File: src/sv/bbf_pkg.sv
// bbf_pkg: shared types and constants of the branch bit fifo
// opcodes, sequencer states, field widths and the marker search helper
// no dependencies
`default_nettype none

package bbf_pkg;

	typedef enum logic [2:0] {
		OP_APPEND = 3'd0,
		OP_POP    = 3'd1,
		OP_SKIP   = 3'd2,
		OP_PEEK   = 3'd3,
		OP_FLUSH  = 3'd4
	} op_t;

	typedef enum logic [7:0] {
		S_IDLE  = 8'b0000_0001,
		S_READ  = 8'b0000_0010,
		S_CAP   = 8'b0000_0100,
		S_SHIFT = 8'b0000_1000,
		S_MASK  = 8'b0001_0000,
		S_WR0   = 8'b0010_0000,
		S_WR1   = 8'b0100_0000,
		S_FIN   = 8'b1000_0000
	} state_t;

	localparam int WORD_W  = 32;
	localparam int OFS_W   = 5;
	localparam int FRAME_W = 96;
	localparam int SH_W    = 7;
	localparam int FIELD_W = 6;
	localparam int WIN_MAX = 58;
	localparam int WCNT_W  = 6;
	localparam int WBITS_W = 58;
	localparam int PEND_W  = 13;
	localparam int OUT_W   = 80;

	// index of the highest set bit, 0 when the byte is 0 or 1
	function automatic logic [2:0] top_bit(input logic [7:0] b);
		logic [2:0] n;
		n = 3'd0;
		for (int i = 1; i < 8; i++) begin
			if (b[i]) begin
				n = 3'(i);
			end
		end
		return n;
	endfunction

endpackage

`default_nettype wire

File: src/sv/bbf_shift.sv
// bbf_shift: shared logical right shifter over a three-word frame
// depends on bbf_pkg for the frame and shift amount widths
`default_nettype none

module bbf_shift (
	input  wire logic [bbf_pkg::FRAME_W-1:0] din,
	input  wire logic [bbf_pkg::SH_W-1:0]    shamt,
	output logic      [bbf_pkg::FRAME_W-1:0] dout
);

	// used for window extraction, single bit pop and append field and mask placement
	assign dout = din >> shamt;

endmodule

`default_nettype wire

File: config.mk
export PLATFORM = sky130hd
export DESIGN_NAME = bbf_shift
export DESIGN_NICKNAME = d
export VERILOG_FILES = /design/src/sv/bbf_pkg.sv /design/src/sv/bbf_shift.sv
export SDC_FILE = /design/constraint.sdc
export NUM_CORES = 1
export LEC_CHECK = 0
export ABC_AREA = 1
export BUFFER_PORTS_ARGS = -buffer_cell sky130_fd_sc_hd__clkbuf_2
export CORE_ASPECT_RATIO = 2
export CORE_UTILIZATION = 45
export DETAILED_ROUTE_END_ITERATION = 6
export PLACE_DENSITY = 0.78
export SLEW_MARGIN = 40
export SYNTH_ARGS = -nofsm -noshare
export SYNTH_HDL_FRONTEND = slang
export SYNTH_SLANG_ARGS = --single-unit
File: constraint.sdc
create_clock -name vclk -period 3.8
set_input_delay 0.38 -clock vclk [all_inputs]
set_output_delay 0.38 -clock vclk [all_outputs]
set_load 0.01 [all_outputs]
## Yosys cells after proc, flatten, opt, wreduce, memory -nomap -nowiden

Index checks and enable logic that the tools add are counted.

- Register bits: 0
- Input bits: 103

- Shift operators: 1

Operator list:

| cell | number |
|---|---|
| $shr 96x7->96 | 1 |

## Logic depth before layout (Yosys ltp)

Gate-level depths: netlist of the first run.

- Depth in word-level cells: 1
- Gate-level depth with buffers: 14
- Gate-level depth less buffers: 12

## Least setup slack after synthesis of the first run

No wires, ideal clock.

- Kind: input -> output
- From: in shamt[0] (netlist name)
- To: out dout[51] (netlist name)
- Arrival time: 1.553 ns
- Setup slack: 1.867 ns
- Stages on the path: 12
- Buffers on the path: 3
- Cell sequence: buf_6 inv_6 buf_12 buf_12 nand2_4 nand3_2 nand3_2 nand3_2 nand3_1 nand2_1 nand2_1 a21oi_1

- Cells in the longest elaborated chain, start to end: 1

Ends and longest elaborated chain:

| item | line | RTL |
|---|---|---|
| start: declaration | bbf_shift.sv:7 | `input wire logic [bbf_pkg::SH_W-1:0] shamt,` |
| $shr 96x7->96 | bbf_shift.sv:12 | `assign dout = din >> shamt;` |
| end: declaration | bbf_shift.sv:8 | `output logic [bbf_pkg::FRAME_W-1:0] dout` |

Every way passes these cells.

## Final worst setup path of the first run

- From: in shamt[0] (netlist name)
- To: out dout[33] (netlist name)

The elaborated chain is that of the path after synthesis.

==> results by group, run 1 <==
Setup path
  • Crit path cell chain: clkbuf_2, buf_4, nand2_1, nand3_2, nand3_2, nand3_1, nand3_1, nand2_1, o21ai_1, nor2_1, clkbuf_2
  • Setup Crit Path Kind: input pin to primary output
  • Crit path capture type: primary output
  • Slowest CP cell: buf_4
  • Worst setup SP type: input pin
  • Critical path buffers and inverters: 3
  • Critical Path RT: roughly 3400 ps
  • Top Family by Delay on Critical Path: simple AND/OR/NAND/NOR gates
  • Slowest stage delay, CP: 550 ps
  • Crit path DAT: roughly 2800 ps
  • CP Max Fanout: 64
  • Critical path depth: 11

Pwr
  • Max rail drop VDD: 150 uV
  • Sw frac: 0.697
  • Pleak: around 4.2 nW
  • Part of the power in the clock network: 0
  • NetSw: 0.000972 W
  • Comb power frac: 1.000
  • Sequential share of power: 0
  • Power per cell area: between 150 and 200 mW/mm2
  • Int Pwr: between 0.0004 and 0.0005 W

Timing
  • Fmax: roughly 320 MHz
  • Final Hold Fails: 0
  • Fin crit share: 0.831
  • Unrepaired setup endpoints after global routing: false
  • Setup TNS: 0 ps
  • Final Max Slew Viols: 0
  • Slew HR: 0.450
  • Min cycle time layout: 3160 ps
  • Worst Max-Slew Pin Slew: slightly above 800 ps
  • Endpoints failing setup: 0

CTS
  • Setup Buffers After CTS: 0
  • Post-CTS Resized: 0
  • Hold_buf cts: 0

Cells and area
  • Area Overhead vs Synth: 11.7%
  • Final sequential cell count: 0
  • Leading cell type in the layout, fill and taps excluded: nand3_1
  • Nets: approximately 1700
  • Most frequent cells in the layout: 744 x nand3_1, 379 x nand2_1, 198 x clkbuf_2
  • Seq. cell area: 0 um2
  • Layout clock buffers: 0
  • Final Instance Count excl. Fillers: between 1500 and 2000
  • Final instance area: approximately 0.008 mm2
  • Layout cells sized above 1: 0.193

Synth
  • Synthesized Nets: around 1600
  • Mapped Area: 0.00719 mm2
  • Gate Count Post-Synth: between 1000 and 1500
  • Ys Warns: 0
  • Mapped Avg Cell Area: 4.90 um2
  • Cell taking the most area after synthesis: nand3_1
  • Synth cell types: 27
  • Post-synth top area share: 0.518
  • Post-synthesis sequential area ratio: 0
  • Top post-synthesis cells by area: nand3_1 52%, nand2_1 20%, nand3_2 5.3%, buf_2 3.1%, clkbuf_1 2.4%

Global route
  • Vias in the first global route: 10400
  • Largest net degree at the start of global routing: 97
  • Tot GR Track Use: 0.475
  • GR Overflow Total: 0
  • Antenna violations before repair: 1
  • Global-route wire length before repair: between 50000 and 60000 um

Floorplanning
  • Overall die height: ~180 um
  • Die area: 0.0165 mm2
  • Top-level port count: approximately 200
  • Num rows: 65
  • Area of the core: 0.0157 mm2
  • Initial core utilization: 0.458
  • Chip width: between 90 and 100 um

Placed design
  • RePlAce Congestion: approximately 1.1
  • Hpwl dp: about 32000 um
  • Placed Cells: 1761
  • Placed inst area: 0.00803 mm2
  • IO buf count: ~200

Route
  • Drt total wl: 40400 um
  • DR iter-0 viols: around 1400
  • Remaining antenna violation count: 0
  • Drt pass-1 iters: 6
  • Via density: 6.53
  • DR DRC count: 0
  • Routed vias: 11500
  • Routed WL per cell: around 23 um

Hold path
  • Hold path endpoint: dout[36]
  • Cells on Worst Hold Path: 5
  • Min-delay src: shamt[5]
  • Hold WC Path Type: input pin to primary output

Outcome
  • Status: completed

Job
  • MaxCap Viol Count: 0
-- cell usage after synthesis (all sizes together) --
| cell type | count |
|---|---|
| clkinv | 1 |
| o21ai | 21 |
| inv | 20 |
| clkbuf | 46 |
| and2 | 3 |
| nand3 | 782 |
| nand2 | 400 |
| nor2 | 44 |
| nand4 | 20 |
| nor4 | 7 |
| a21oi | 23 |
| buf | 93 |
| nor3 | 6 |
| o211ai | 2 |
-- worst min-delay path: stages --
cell and delay, ps:
clkbuf_2 110, inv_2 110, nand3_1 130, a21oi_1 70
clkbuf_2 130
-- cell families (layout without fill, tap and decap cells) --
group,Yosys count,in the layout,synth area share
AOI/OAI and AO/OA,46,46,0.0348
buffers and inverters,160,252,0.120
other,0,1,0
and+or+nand+nor,1262,1262,0.845
-- worst max path at each step --
| stage | start | end | slack [ps] |
|---|---|---|---|
| 6_report | shamt[0] | dout[33] | 640 |
| 5_1_grt | shamt[0] | dout[33] | 510 |
| 4_1_cts | shamt[0] | dout[42] | 790 |
| 3_5_place_dp | shamt[0] | dout[42] | 790 |
| 3_3_place_gp | shamt[0] | dout[42] | 800 |
| 2_1_floorplan | shamt[0] | dout[51] | 1870 |
-- cell type report --
type / instances / area (um2)
tap: 201 / 251
timing repair buffer: 231 / 1370
fill: 1846 / 7670
antenna: 1 / 2.50
multi-input combinational: 1308 / 6320
inverter: 21 / 86.3
-- metal layers --
layer  track usage  routed length [um]  up-vias
met3        0.0724                3450      230
met2         0.771               18300      739
met5             0                   0        -
met4         0.464                4910        0
li1              -                   -     5338
met1         0.514               13800     5202
-- power by group through the flow --
stage	combinational [W]	clock, W	sequential [W]
3_5_place_dp	0.00134	0	0
3_3_place_gp	0.00134	0	0
6_report	0.00139	0.0000000000352	0
5_1_grt	0.00149	0.0000000000352	0
2_1_floorplan	0.000891	0	0
4_1_cts	0.00135	0	0
-- stage by stage --
step	worst slack, ps	util	total power [W]	hold WS [ps]
after CTS	791	0.511	0.00135	1320
after global placement	799	0.511	0.00134	1320
final	642	0.512	0.00139	1320
after floorplan	1870	-	0.000891	1020
after global routing	505	0.512	0.00149	1350
after detailed placement	793	0.511	0.00134	1320
(Power assumes the default switching activity.)
==> inputs of run 2 (changes only) <==
--- a/config.mk
+++ b/config.mk
@@ -10,7 +10,7 @@
 export CORE_ASPECT_RATIO = 2
 export CORE_UTILIZATION = 45
 export DETAILED_ROUTE_END_ITERATION = 6
-export PLACE_DENSITY = 0.78
+export PLACE_DENSITY = 0.81
 export SLEW_MARGIN = 40
 export SYNTH_ARGS = -nofsm -noshare
 export SYNTH_HDL_FRONTEND = slang
==> constraint.sdc (replaced) <==
create_clock -name vclk -period 2.5
set_input_delay 0.25 -clock vclk [all_inputs]
set_output_delay 0.25 -clock vclk [all_outputs]
set_load 0.01 [all_outputs]
==> run 2 against run 1 <==
  * The flow now finishes with violations (DRC)
  * Non-clock buffer count is 7 higher
  * Flip-flop and latch count stayed put
  * Global-route usage is 4.3 points lower
==> results by group, run 2 (same netlist as run 1, synthesis figures left out) <==
Pwr
  • Pleak: 4.29 nW (+2.2%)
  • Int Pwr: 0.000679 W (+61%)
  • Sequential share of power: 0 (unchanged)
  • Max rail drop VDD: 334 uV (+120%)
  • Power per cell area: 258 mW/mm2 (+49%)
  • Sw frac: 0.680 (-0.0171)
  • NetSw: 0.00144 W (+49%)
  • Comb power frac: 1.000 (about the same)
  • Part of the power in the clock network: 0 (unchanged)

Route
  • Drt pass-1 iters: 7 (+1)
  • Drt total wl: 37300 um (-7.6%)
  • Remaining antenna violation count: 0 (unchanged)
  • Via density: 6.51 (-0.26%)
  • DR iter-0 viols: 1696 (+24%)
  • DR DRC count: 3 (+3)
  • Routed vias: 11500 (+0.078%)
  • Routed WL per cell: 21.1 um (-8.0%)

Placed design
  • Placed inst area: 0.00819 mm2 (+2.1%)
  • Placed Cells: 1767 (+0.34%)
  • RePlAce Congestion: 1.12 (+0.21%)
  • IO buf count: 199 (unchanged)
  • Hpwl dp: 29800 um (-6.7%)
  • Setup WS pre-CTS: 129 ps (-665 ps)

Timing
  • Setup TNS: 0 ps (unchanged)
  • Endpoints failing setup: 0 (unchanged)
  • Final Hold Fails: 0 (unchanged)
  • Fmax: between 400 and 500 MHz
  • Slew HR: 0.691 (+0.241)
  • Fin crit share: 0.951
  • Unrepaired setup endpoints after global routing: false
  • Final Max Slew Viols: 0 (unchanged)
  • Worst Max-Slew Pin Slew: 464 ps (-361 ps)
  • Min cycle time layout: between 2000 and 2500 ps
  • Final setup margin: 122 ps (-520 ps)

Cells and area
  • Antenna Cells: 0 (-1)
  • Seq. cell area: 0 um2 (unchanged)
  • Layout cells sized above 1: 0.197 (+0.00361)
  • Layout clock buffers: 0 (unchanged)
  • Area Overhead vs Synth: 14.5%
  • Leading cell type in the layout, fill and taps excluded: nand3_1
  • Nets: 1672 (+0.42%)
  • Area taken by multi-input logic gates: 0.00632 mm2 (unchanged)
  • Final instance area: 0.00823 mm2 (+2.5%)
  • Most frequent cells in the layout: 744 x nand3_1, 379 x nand2_1, 198 x clkbuf_2
  • Final Instance Count excl. Fillers: 1768 (+0.34%)
  • Final sequential cell count: 0 (unchanged)
  • Fillcell total: 1797 (-2.7%)

Floorplanning
  • Chip width: 91.4 um (unchanged)
  • Top-level port count: 199 (unchanged)
  • Die area: 0.0165 mm2 (unchanged)
  • Overall die height: 181 um (unchanged)
  • Area of the core: 0.0157 mm2 (unchanged)
  • Num rows: 65 (unchanged)
  • Initial core utilization: 0.458 (unchanged)

Global route
  • Global-route wire length before repair: 55800 um (-6.5%)
  • Tot GR Track Use: 0.432 (-0.0433)
  • Vias in the first global route: 10200 (-1.9%)
  • Antenna violations before repair: 0 (-1)
  • GR Overflow Total: 0 (unchanged)
  • Largest net degree at the start of global routing: 89 (-8.2%)

Setup path
  • Worst setup SP type: input pin
  • Crit path DAT: 2130 ps (-650 ps)
  • Setup Crit Path Kind: input pin to primary output
  • Critical Path RT: 2250 ps (-1170 ps)
  • CP Max Fanout: 63 (-1.6%)
  • Crit path capture type: primary output

Hold path
  • Cells on Worst Hold Path: 5 (unchanged)
  • Hold WC Path Type: input pin to primary output

Job
  • MaxCap Viol Count: 0 (unchanged)

Outcome
  • Status: finished, violations left
  • Failing checks: DRC

CTS
  • Hold_buf cts: 0 (unchanged)
run 2: stage by stage:
stage / total power (W) / util / hold WS, ps
floorplan: 0.00135 / - / 756
global placement: 0.00205 / 0.522 / 970
detailed placement: 0.00205 / 0.522 / 975
CTS: 0.00206 / 0.522 / 981
global route: 0.00228 / 0.524 / 1010
finish: 0.00212 / 0.524 / 977
run 2: per-layer routing:
metal | global-route usage | wire length, um | vias to the layer above
met5 | 0 | 0 | -
met2 | 0.725 | 17200 | 751
met4 | 0.230 | 2630 | 0
li1 | - | - | 5365
met1 | 0.534 | 13900 | 5263
met3 | 0.0492 | 3570 | 139
run 2: critical path: stages:
cell and delay, ps:
buf_2 190, buf_12 310, buf_12 240, nand3_1 120
nand3_1 140, nand3_1 110, nand2_1 130, nand2_1 60
nand3_1 200, nand2_1 80, nand2_1 70, nand2_1 50
clkbuf_2 120
run 2: path summary, 6_finish.rpt:
kind | startpoint | end
worst max-delay path | shamt[1] | dout[25]
worst min-delay path | shamt[4] | dout[22]
run 2: power groups by stage:
stage | logic [W] | registers, W | clock network, W
finish | 0.00212 | 0 | 0
floorplan | 0.00135 | 0 | 0
global route | 0.00228 | 0 | 0
global placement | 0.00205 | 0 | 0
detailed placement | 0.00205 | 0 | 0
CTS | 0.00206 | 0 | 0
run 2: cell type report:
type | count | share of cell area
Inverter | 21 | 0.0111
Timing Repair Buffer | 238 | 0.190
Tap cell | 201 | 0.0306
Multi-Input combinational cell | 1308 | 0.768
run 2: what timing repair did:
item                       4_1_cts  5_1_grt
setup endpoints to repair        0        6
buffers inserted                 0        0
gates resized for setup          0        3
hold endpoints to repair         0        0
==> inputs of run 3 (changes only) <==
--- a/config.mk
+++ b/config.mk
@@ -11,6 +11,7 @@
 export CORE_UTILIZATION = 45
 export DETAILED_ROUTE_END_ITERATION = 6
 export PLACE_DENSITY = 0.81
+export SETUP_SLACK_MARGIN = 0.15
 export SLEW_MARGIN = 40
 export SYNTH_ARGS = -nofsm -noshare
 export SYNTH_HDL_FRONTEND = slang
==> run 3 against run 2 <==
  * The run still ends with DRC left
  * Critical endpoint unchanged
  * Combinational power about the same
  * Non-clock buffer count rose by 2
  * Worst hold slack improved by 3.3 ps
  * Critical path depth unchanged
  * Core utilization increased by 0.65 points
  * Die area unchanged
  * Critical path type unchanged
  * Cell count is 0.17% higher
  * Routed wire length increased by 1.1%
  * First-iteration DRC count is 4.1% higher
  * Final area up 1.2%
  * Power increased by 1.2%
  * Via count grew 0.52%
==> results by group, run 3 (same netlist as run 1, synthesis figures left out) <==
Outcome
  • Status: finished, violations left
  • Failing checks: DRC

Placed design
  • Placed inst area: 0.00819 mm2 (unchanged)
  • RePlAce Congestion: 1.12 (unchanged)
  • Hpwl dp: 29800 um (unchanged)
  • IO buf count: 199 (unchanged)

Timing
  • Final Hold Fails: 0 (unchanged)
  • Endpoints failing setup: 0 (unchanged)
  • Final Max Slew Viols: 0 (unchanged)
  • Min cycle time layout: 2310 ps (-63.0 ps)
  • Fmax: 432 MHz (+2.7%)
  • Hold_ws: 981 ps (+3.35 ps)
  • Unrepaired setup endpoints after global routing: true
  • Fin crit share: 0.926 (-0.0252)
  • Worst Max-Slew Pin Slew: 455 ps (-8.16 ps)
  • Slew HR: 0.696 (+0.00544)
  • Setup TNS: 0 ps (unchanged)

Cells and area
  • Final Util: 0.531 (+0.00654)
  • Seq. cell area: 0 um2 (unchanged)
  • Leading cell type in the layout, fill and taps excluded: nand3_1
  • Nets: 1675 (+0.18%)
  • Layout cells sized above 1: 0.200 (+0.00345)
  • Layout clock buffers: 0 (unchanged)
  • Area Overhead vs Synth: 15.9%
  • Most frequent cells in the layout: 742 x nand3_1, 378 x nand2_1, 197 x clkbuf_2
  • Area taken by multi-input logic gates: 0.00634 mm2 (+0.20%)
  • Final sequential cell count: 0 (unchanged)
  • Fillcell total: 1787 (-0.56%)
  • Antenna Cells: 0 (unchanged)
  • Final instance area: 0.00833 mm2 (+1.2%)

Route
  • Drt pass-1 iters: 7 (unchanged)
  • Via density: 6.54 (+0.35%)
  • DR DRC count: 3 (unchanged)
  • Drt total wl: 37800 um (+1.1%)
  • Routed vias: 11600 (+0.52%)
  • DR iter-0 viols: 1765 (+4.1%)
  • Routed WL per cell: 21.3 um (+0.96%)
  • Remaining antenna violation count: 0 (unchanged)

Global route
  • GRT met2 Usage: 0.732 (+0.00727)
  • Global-route wire length before repair: 56300 um (+0.78%)
  • Met1 Usage GRT: 0.532 (-0.00203)
  • Antenna violations before repair: 0 (unchanged)
  • Tot GR Track Use: 0.435 (+0.00278)
  • GR Overflow Total: 0 (unchanged)
  • Busiest grt layer: met2
  • Vias in the first global route: 10300 (+0.74%)
  • Largest net degree at the start of global routing: 89 (unchanged)
  • GRT met3 Usage: 0.0497 (+0.000421)

Floorplanning
  • Chip width: 91.4 um (unchanged)
  • Num rows: 65 (unchanged)
  • Area of the core: 0.0157 mm2 (unchanged)
  • Top-level port count: 199 (unchanged)
  • Overall die height: 181 um (unchanged)
  • Die area: 0.0165 mm2 (unchanged)
  • Initial core utilization: 0.458 (unchanged)

Pwr
  • NetSw: 0.00145 W (+0.70%)
  • Pleak: 4.34 nW (+1.1%)
  • Sw frac: 0.677 (-0.00317)
  • Max rail drop VDD: 331 uV (-0.79%)
  • Sequential share of power: 0 (unchanged)
  • Part of the power in the clock network: 0 (unchanged)
  • Power per cell area: 258 mW/mm2 (about the same)
  • Comb power frac: 1.000 (about the same)
  • Int Pwr: 0.000694 W (+2.2%)

Setup path
  • Worst setup startpoint: shamt[1]
  • Crit path DAT: 2060 ps (-70 ps)
  • Setup Crit Path Kind: input pin to primary output
  • Critical Path RT: 2250 ps (about the same)
  • CP Max Fanout: 32 (-49%)
  • Crit path capture type: primary output
  • Worst setup SP type: input pin

Hold path
  • Cells on Worst Hold Path: 5 (unchanged)
  • Hold path endpoint: dout[22]
  • Min-delay src: shamt[4]
  • Hold WC Path Type: input pin to primary output

CTS
  • Hold_buf cts: 0 (unchanged)
  • Setup Buffers After CTS: 0 (unchanged)

Job
  • MaxCap Viol Count: 0 (unchanged)
run 3: worst max-delay path, stage by stage:
cell      delay [ps]
buf_4            230
buf_12           240
buf_12           220
nand3_1          120
nand3_1          130
nand3_1          110
nand2_1          150
nand2_1           70
nand3_1          190
nand2_1           80
nand2_1           70
nand2_1           50
clkbuf_2         120
run 3: power groups by stage:
stage	Sequential (W)	Combinational [W]	Clock (W)
floorplan	0	0.00135	0
global placement	0	0.00205	0
detailed placement	0	0.00205	0
CTS	0	0.00208	0
global route	0	0.00231	0
finish	0	0.00215	0
run 3: worst max-delay path by stage:
stage,depth (start not counted),to
after floorplan,12,dout[51]
after global placement,12,dout[13]
after detailed placement,14,dout[25]
after CTS,14,dout[25]
after global routing,14,dout[22]
final,13,dout[25]
run 3: through the flow:
step | total power (W) | cells | setup WS [ps]
final | 0.00215 | 1771 | 185
after global routing | 0.00231 | 1771 | 128
after CTS | 0.00208 | 1769 | 200
after detailed placement | 0.00205 | 1767 | 129
after global placement | 0.00205 | 1767 | 146
after floorplan | 0.00135 | 1468 | 827
run 3: routing by layer:
layer  vias up  part of all wire  wire length (um)
met1      5252              0.36             13600
li1       5367                 -                 -
met5         -                 0                 0
met3       159              0.10              3930
met4         0             0.072              2730
met2       800              0.46             17500
run 3: what timing repair did:
action                                  4_1_cts  5_1_grt
endpoints found under the setup margin        3       39
cloned                                        2        2
endpoints found under the hold margin         0        0
gates resized for setup                       2       13
run 3: area by class of cell:
| class | count | area share |
|---|---|---|
| multi-input cells | 1308 | 0.760 |
| inverters | 21 | 0.0125 |
| repair buffers | 240 | 0.196 |
| repair inverters | 1 | 0.00105 |
| well taps | 201 | 0.0302 |
